`src/mvca_pkg.sv`:
```
// Shared types, codes and arithmetic helpers of the molecule velocity center accumulator.
package mvca_pkg;

    // Operation codes carried in func
    localparam logic [2:0] FUNC_ATOM  = 3'd0;
    localparam logic [2:0] FUNC_QMOL  = 3'd1;
    localparam logic [2:0] FUNC_LOAD  = 3'd2;
    localparam logic [2:0] FUNC_QTEN  = 3'd3;
    localparam logic [2:0] FUNC_CLEAR = 3'd4;

    // Configuration register indexes
    localparam logic CFG_GROUP    = 1'b0;
    localparam logic CFG_USE_MASS = 1'b1;

    // Velocity axes
    localparam logic [1:0] AXIS_X = 2'd0;
    localparam logic [1:0] AXIS_Y = 2'd1;
    localparam logic [1:0] AXIS_Z = 2'd2;

    localparam int          TENSOR_N  = 6;
    localparam logic [10:0] COUNT_MAX = 11'd2047;
    localparam logic [39:0] MASS_MAX  = 40'hFF_FFFF_FFFF;

    typedef struct packed {
        logic [2:0]         func;
        logic [31:0]        group_mask;
        logic [10:0]        mol_id;
        logic [3:0]         species;
        logic [31:0]        mass_value;
        logic signed [31:0] vel_x;
        logic signed [31:0] vel_y;
        logic signed [31:0] vel_z;
        logic [2:0]         tensor_index;
    } t_item;

    typedef struct packed {
        logic [39:0]        mass_total;
        logic signed [31:0] center_vx;
        logic signed [31:0] center_vy;
        logic signed [31:0] center_vz;
        logic signed [63:0] tensor_value;
        logic [10:0]        molecule_count;
        logic               id_overflow;
    } t_result;

    // One molecule entry of the accumulator memory
    typedef struct packed {
        logic               valid;
        logic [39:0]        mass;
        logic signed [63:0] mom_x;
        logic signed [63:0] mom_y;
        logic signed [63:0] mom_z;
    } t_entry;

    // Divider result beat
    typedef struct packed {
        logic               done;
        logic signed [31:0] value;
    } t_div_res;

    typedef enum logic [2:0] {
        ST_SWEEP,
        ST_IDLE,
        ST_MOM,
        ST_TENS,
        ST_QLOAD,
        ST_QSTART,
        ST_QWAIT
    } t_state;

    // Saturating signed 64-bit add
    function automatic logic signed [63:0] sat_add64(input logic signed [63:0] a,
                                                      input logic signed [63:0] b);
        logic [64:0] s;
        s = {a[63], a} + {b[63], b};
        if (s[64] != s[63]) begin
            sat_add64 = s[64] ? {1'b1, 63'd0} : {1'b0, {63{1'b1}}};
        end else begin
            sat_add64 = s[63:0];
        end
    endfunction

    // First and second axis of a tensor component (xx yy zz xy xz yz)
    function automatic logic [1:0] axis_a(input logic [2:0] comp);
        case (comp)
            3'd1:    axis_a = AXIS_Y;
            3'd2:    axis_a = AXIS_Z;
            3'd5:    axis_a = AXIS_Y;
            default: axis_a = AXIS_X;
        endcase
    endfunction

    function automatic logic [1:0] axis_b(input logic [2:0] comp);
        case (comp)
            3'd1:    axis_b = AXIS_Y;
            3'd3:    axis_b = AXIS_Y;
            3'd0:    axis_b = AXIS_X;
            default: axis_b = AXIS_Z;
        endcase
    endfunction

    function automatic logic signed [31:0] vel_of(input t_item it, input logic [1:0] axis);
        case (axis)
            AXIS_Y:  vel_of = it.vel_y;
            AXIS_Z:  vel_of = it.vel_z;
            default: vel_of = it.vel_x;
        endcase
    endfunction

endpackage

```
`src/mvca_div.sv`:
```
// Bit-serial divider: momentum over mass as a saturated signed Q16.16 center.
module mvca_div (
    input  logic                      i_clk,
    input  logic                      i_rst_n,
    input  logic                      i_start,
    input  logic signed [63:0]        i_mom,
    input  logic [39:0]               i_mass,
    output mvca_pkg::t_div_res        o_res
);

    logic               r_busy;
    logic               r_done;
    logic signed [31:0] r_value;
    logic [4:0]         r_cnt;
    logic [40:0]        r_rem;
    logic [31:0]        r_low;
    logic [31:0]        r_quo;
    logic               r_neg;
    logic [39:0]        r_mass;

    logic [63:0] mag;
    logic [40:0] rem2;
    logic [40:0] rem_next;
    logic        qbit;
    logic [31:0] quo_next;
    logic        n_done;

    // Magnitude of the dividend
    assign mag = i_mom[63] ? (64'd0 - i_mom) : i_mom;

    // One restoring step
    always_comb begin
        rem2 = {r_rem[39:0], r_low[31]};
        qbit = rem2 >= {1'b0, r_mass};
        rem_next = qbit ? (rem2 - {1'b0, r_mass}) : rem2;
        quo_next = {r_quo[30:0], qbit};
    end

    // Done on a shortcut start or on the last restoring step
    assign n_done = i_start ? ((i_mass == 40'd0) || (mag >= {8'd0, i_mass, 16'd0}))
                            : (r_busy && r_cnt == 5'd31);

    // Clamp the quotient to the signed range and apply the sign
    function automatic logic signed [31:0] sat_center(input logic neg, input logic ovf,
                                                       input logic [31:0] q);
        if (!neg) begin
            sat_center = (ovf || q[31]) ? 32'h7FFF_FFFF : q;
        end else if (ovf || q >= 32'h8000_0000) begin
            sat_center = 32'h8000_0000;
        end else begin
            sat_center = 32'd0 - q;
        end
    endfunction

    always_ff @(posedge i_clk) begin
        if (!i_rst_n) begin
            r_busy <= 1'b0;
            r_done <= 1'b0;
        end else begin
            r_done <= n_done;
            if (i_start) begin
                r_neg  <= i_mom[63];
                r_mass <= i_mass;
                r_cnt  <= 5'd0;
                r_quo  <= 32'd0;
                r_rem  <= {1'b0, mag[55:16]};
                r_low  <= {mag[15:0], 16'd0};
                if (i_mass == 40'd0) begin
                    // Zero mass gives a zero center
                    r_value <= 32'sd0;
                end else if (mag >= {8'd0, i_mass, 16'd0}) begin
                    // Quotient beyond 32 bits: saturate at once
                    r_value <= sat_center(i_mom[63], 1'b1, 32'd0);
                end else begin
                    r_busy <= 1'b1;
                end
            end else if (r_busy) begin
                r_rem <= rem_next;
                r_quo <= quo_next;
                r_low <= {r_low[30:0], 1'b0};
                r_cnt <= r_cnt + 5'd1;
                if (r_cnt == 5'd31) begin
                    r_busy  <= 1'b0;
                    r_value <= sat_center(r_neg, 1'b0, quo_next);
                end
            end
        end
    end

    assign o_res.done  = r_done;
    assign o_res.value = r_value;

endmodule

```
`config.mk`:
```
export PLATFORM = sky130hd
export DESIGN_NAME = mvca_div
export DESIGN_NICKNAME = d
export VERILOG_FILES = /design/src/mvca_pkg.sv /design/src/mvca_div.sv
export SDC_FILE = /design/constraint.sdc
export NUM_CORES = 1
export LEC_CHECK = 0
export BUFFER_PORTS_ARGS = -buffer_cell sky130_fd_sc_hd__buf_2
export CORE_ASPECT_RATIO = 1.4
export CORE_MARGIN = 2
export CORE_UTILIZATION = 65
export DETAILED_ROUTE_END_ITERATION = 6
export PLACE_DENSITY = 0.87
export SLEW_MARGIN = 25
export SYNTH_ARGS = -nofsm -noshare
export SYNTH_HDL_FRONTEND = slang
export SYNTH_SLANG_ARGS = --single-unit
```
`constraint.sdc`:
```
create_clock -name i_clk -period 19.2 [get_ports i_clk]
set_input_delay 0.96 -clock i_clk [delete_from_list [all_inputs] [get_ports i_clk]]
set_output_delay 0.96 -clock i_clk [all_outputs]
set_load 0.02 [all_outputs]
```
# --- Yosys cells after proc, flatten, opt, wreduce, memory -nomap -nowiden ---
# Index checks and enable logic that the tools add are counted.
op_classes:
  n_eq_ne: 4
  addsub: 4
  n_reduce_logical: 9
  mux: 23
  order_cmp: 3
op_table:
  columns: ["operator", "n"]
  rows:
  - ["$mux W32", 10]
  - ["$mux W40", 3]
  - ["$ge A64 B56 Y1", 1]
  - ["$mux W64", 1]
  - ["$sub A1 B64 Y64 const A", 1]
  - ["$mux W31", 2]
  - ["$ge A41 B40 Y1", 1]
  - ["$logic_not A40 Y1", 1]
  - ["$sub A40 B40 Y40", 1]
  - ["$ge A32 B32 Y1 const B", 1]
  - ["$sub A1 B32 Y32 const A", 1]
  - ["$mux W1", 6]
  - ["$reduce_and A2 Y1", 3]
  - ["$add A5 B1 Y5 const B", 1]
  - ["$eq A5 B5 Y1 const B", 1]
  - ["$mux W5", 1]
  - ["$ne A2 B2 Y1 const B", 2]
  - ["$reduce_and A4 Y1", 1]
  - ["$reduce_bool A2 Y1", 2]
  - ["$ne A3 B1 Y1 const B", 1]
  - ["$logic_and A1 B1 Y1", 1]
  - ["$logic_or A1 B1 Y1", 1]
word_totals:
  word_cells: 53
  ff_bits: 182
  inputBits: 107
  output_inout_bits: 33

# --- Logic depth before layout (Yosys ltp) ---
depth:
  depth_word: 7
  ltp_mapped: 24
  depth_no_buf: 19

# --- Worst setup path after synthesis ---
# No wires, ideal clock.
synth_timing:
  kind: "input to register"
  startpoint: "in i_mom[0]"
  endpoint: "reg r_value[0], enable pin"
  setup_ns: 0.421
  t_arrival_ns: 6.530
  cell_stages: 19
  required_time_ns: 18.779
  path_slack_ns: 12.249
  path_buffers: 1
  cell_sequence: "inv_1 > ha_1 > or4b_1 > or4_1 > clkbuf_1 > nor4_1 > nand2_1 > o41ai_1 > xnor2_1 > ha_1 > nand4_1 > nor2_1 > nand4_1 > nor2_1 > nand4_1 > or4_1 > o2111ai_1 > a211oi_2 > nor2_1"
synth_via:
  elab_chain_len: 5
synth_rtl:
  columns: ["element", "line", "text"]
  rows:
  - ["from (decl)", "mvca_div.sv:6", "input logic signed [63:0] i_mom,"]
  - ["$sub A1 B64 Y64", "mvca_div.sv:29", "assign mag = i_mom[63] ? (64'd0 - i_mom) : i_mom;"]
  - ["$mux W64 *", "mvca_div.sv:29", null]
  - ["$ge A64 B56 Y1 *", "mvca_div.sv:71", "end else if (mag >= {8'd0, i_mass, 16'd0}) begin"]
  - ["$ne A3 B1 Y1 (no line) *", null, null]
  - ["$reduce_and A4 Y1 (no line) *", null, null]
  - ["to (signal assigned)", "mvca_div.sv:73", "r_value <= sat_center(i_mom[63], 1'b1, 32'd0);"]
  - ["to (signal assigned)", "mvca_div.sv:84", "r_value <= sat_center(r_neg, 1'b0, quo_next);"]
  - ["to (decl)", "mvca_div.sv:13", "logic signed [31:0] r_value;"]
# Mark *: on every way between the ends. The rest lies on a longest branch, timed or not.
# A chain may end at the register's enable or synchronous reset.

# --- Worst setup path after layout ---
layout_timing:
  startpoint: "in i_mom[0]"
  endpoint: "reg r_value[23], enable pin"
# Same word-level chain as after synthesis.

==> impl_metrics.json <==
{
  "outcome": "finished, final reports clean",
  "ys_warn_count": 0,
  "ant_nets": 0,
  "hold_viol": 0,
  "cts_tree": "done",
  "antenna_cells": 0,
  "start_kind": "primary input",
  "start_util": 0.6616,
  "power.total_uw": 1074,
  "synth-seq-cells": 167,
  "synthTopCellsByArea": "edfxtp_1 39%, ha_1 8.3%, xnor2_1 4.6%, nor2_1 4.3%, o21ai_0 3.6%",
  "drt_wl_total_um": 35070,
  "cts_setup_buffers": 0,
  "grt_pass1_vias": 11210,
  "syn_area_per_cell_um2": 9.034,
  "fin_tns_setup_ps": 0,
  "hold_class": "reg -> reg",
  "synthArstFlopShare": 0,
  "r2r_cells": 18,
  "cts_root_buf": "clkbuf_16",
  "rows": 60,
  "cts-buffers-inserted": 17,
  "gp_congestion": 0.9618,
  "yosysTopAreaCellShare": 0.3912,
  "maxSlewViolCount": 0,
  "wl_per_cell_um": 19.83,
  "grt_pass1_wl_um": 54920,
  "postCtsResizedCells": 0,
  "die_w_um": 122.0,
  "ys_seq_area_frac": 0.3943,
  "synth_cells": 1402,
  "relSlewSlack": 0.2757,
  "cap_violations": 0,
  "dieArea_um2": 20630,
  "synth_area_leader_cell": "edfxtp_1",
  "die_y_um": 169.2,
  "peakVddDrop_v": 0.00005661,
  "final.min_clock_period_ps": 6889,
  "rsz0062_at_grt": "no",
  "min_period_over_period": 0.3588,
  "synth_flop_cell": "edfxtp_1",
  "synthDistinctLibCells": 82,
  "vias": 11500,
  "skew_ps": 14.50,
  "core_area_um2": 19140,
  "drive_above_1_share": 0.1474,
  "vias_per_cell": 6.505,
  "post_layout_nonfiller_instances": 1768,
  "dp_hpwl_um": 25130,
  "track_usage": 0.3397,
  "drtPass1Iterations": 6,
  "max_freq_ghz": 0.1452,
  "dpl.cell_count": 1736,
  "holdPathEnd": "r_low[25]",
  "syn-num-nets": 1594,
  "final_cell_mix": "165 x edfxtp_1, 144 x nor2_1, 138 x buf_2",
  "htree_levels": 4,
  "area_delta_synth_final_pct": 11.64,
  "end_kind": "flop",
  "regToRegStartpoint": "r_rem[14]",
  "clk_path_buf_depth": 2,
  "leakage_uw": 0.005682,
  "clkLatencyLatePin_ps": 450,
  "cp.required_ps": 19300,
  "worst_slack_ps": 12310,
  "setup_viol_count_final": 0,
  "hold_path_depth": 2,
  "worstHoldStart": "r_low[24]",
  "worstPathArrival_ps": 6990,
  "synth_area_um2": 12670,
  "cts_hold_buf": 0,
  "cts.sinks": 167,
  "route.detailed.drc": 0,
  "drtIter0Drc": 1469,
  "critical_path_class": "in -> reg",
  "grt_max_degree": 83,
  "grt_remaining_overflow": 0,
  "final_nets": 1699,
  "grt_antenna_before_repair": 1,
  "worst-slew-pin-transition_ps": 1077,
  "place_ws_ps": 12000,
  "rrSetupSlack_ps": 13520,
  "final_common_cell": "edfxtp_1",
  "r2r_end": "r_value[30]",
  "port_buffers": 139,
  "crit_fanout": 32,
  "io_pins": 140,
  "clk_pin_slew_ps": 70,
  "cellPowerDensity_nw_per_um2": 75.94,
  "synth_enable_flop_cells": 165
}
cell families (layout without fill, tap and decap cells):
family                   Yosys count  in the layout  share of synthesized area
XOR/XNOR                          94             94                    0.06500
adder cells (fa/ha/maj)           85             85                    0.08456
buffers and inverters            177            295                    0.05423
multiplexers                      17             17                    0.01413
AO/OA/AOI/OAI                    365            365                     0.1897
AND/OR/NAND/NOR                  497            497                     0.1981
flip-flops                       167            167                     0.3943
synth_stat cells (4+ instances only):
| master | number |
|---|---|
| edfxtp_1 | 165 |
| nor2_1 | 145 |
| inv_1 | 107 |
| nand2_1 | 101 |
| o21ai_0 | 90 |
| ha_1 | 84 |
| a21oi_1 | 83 |
| xnor2_1 | 66 |
| clkbuf_1 | 53 |
| nor3_1 | 42 |
| nor2b_1 | 36 |
| nand4_1 | 28 |
| xor2_1 | 28 |
| a31oi_1 | 26 |
| a21o_1 | 25 |
| nor4_1 | 24 |
| o31ai_1 | 24 |
| nand3_1 | 20 |
| or3_1 | 19 |
| or4_1 | 16 |
| and3_1 | 13 |
| nand2b_1 | 13 |
| o41ai_1 | 13 |
| or2_2 | 12 |
| a211oi_1 | 10 |
| mux2i_1 | 10 |
| o211ai_1 | 9 |
| o21bai_1 | 9 |
| buf_1 | 8 |
| o21a_1 | 8 |
| mux2_2 | 7 |
| o2111ai_1 | 7 |
| o22a_1 | 7 |
| a21boi_0 | 5 |
| a2111oi_0 | 4 |
| and2_1 | 4 |
| o21ba_2 | 4 |
sequential cells by signal (all words and copies together) (netlist names):
| name | flops |
|---|---|
| r_mass | 40 |
| r_rem | 40 |
| r_value | 32 |
| r_quo | 31 |
| r_low | 16 |
| r_cnt | 5 |
| r_busy | 1 |
| r_done | 1 |
| r_neg | 1 |
layer usage:
metal	vias to the layer above	share of wire	GRT usage
met5	-	0.00046	0
met2	615	0.51	0.5987
met4	2	0.062	0.2059
li1	5384	-	-
met1	5348	0.36	0.3779
met3	152	0.072	0.05880
metrics by stage:
stage / area, um^2 / hold slack [ps] / utilization
2_1_floorplan: 12670 / 537.7 / -
3_3_place_gp: 13520 / 549.9 / 0.7064
5_1_grt: 14140 / 602.1 / 0.7386
4_1_cts: 14140 / 581.6 / 0.7386
3_5_place_dp: 13530 / 560.4 / 0.7066
6_report: 14140 / 580.9 / 0.7386
final cells by class:
class                      instances  area (um^2)
multi-input combinational       1058         7003
fill                            1459         5004
sequential                       167         4995
timing repair buffer             153        807.0
clock buffer                      18        429.2
inverter                         110        412.9
tap                              248        310.3
clock inverter                    14        182.7
critical path, cell delays in order:
cell	delay, ps
buf_2	100
inv_1	60
ha_1	230
or4b_1	530
or4_1	730
nor4_1	980
nand2_1	390
o41ai_1	500
xnor2_1	160
ha_1	290
nand4_1	100
nor2_1	150
nand4_1	170
nor2_1	160
nand4_1	100
or4_1	430
o2111ai_1	190
a211oi_2	210
nor2_2	130
buf_4	370
how the worst max path moves through the flow:
stage                        start     endpoint  cells past startpoint
after floorplan           i_mom[0]   r_value[0]                     19
after global placement    i_mom[0]  r_value[26]                     20
after detailed placement  i_mom[0]  r_value[26]                     20
after CTS                 i_mom[0]  r_value[23]                     20
after global routing      i_mom[0]  r_value[23]                     20
final                     i_mom[0]  r_value[23]                     20
power breakdown:
| part | leakage, uW | switching, uW | internal, uW | total, uW |
|---|---|---|---|---|
| Combinational | 0.00382 | 163 | 104 | 268 |
| Clock | 0.000295 | 159 | 208 | 367 |
| Sequential | 0.00156 | 10.2 | 429 | 439 |
No activity file was read; power rests on OpenSTA's default activity.
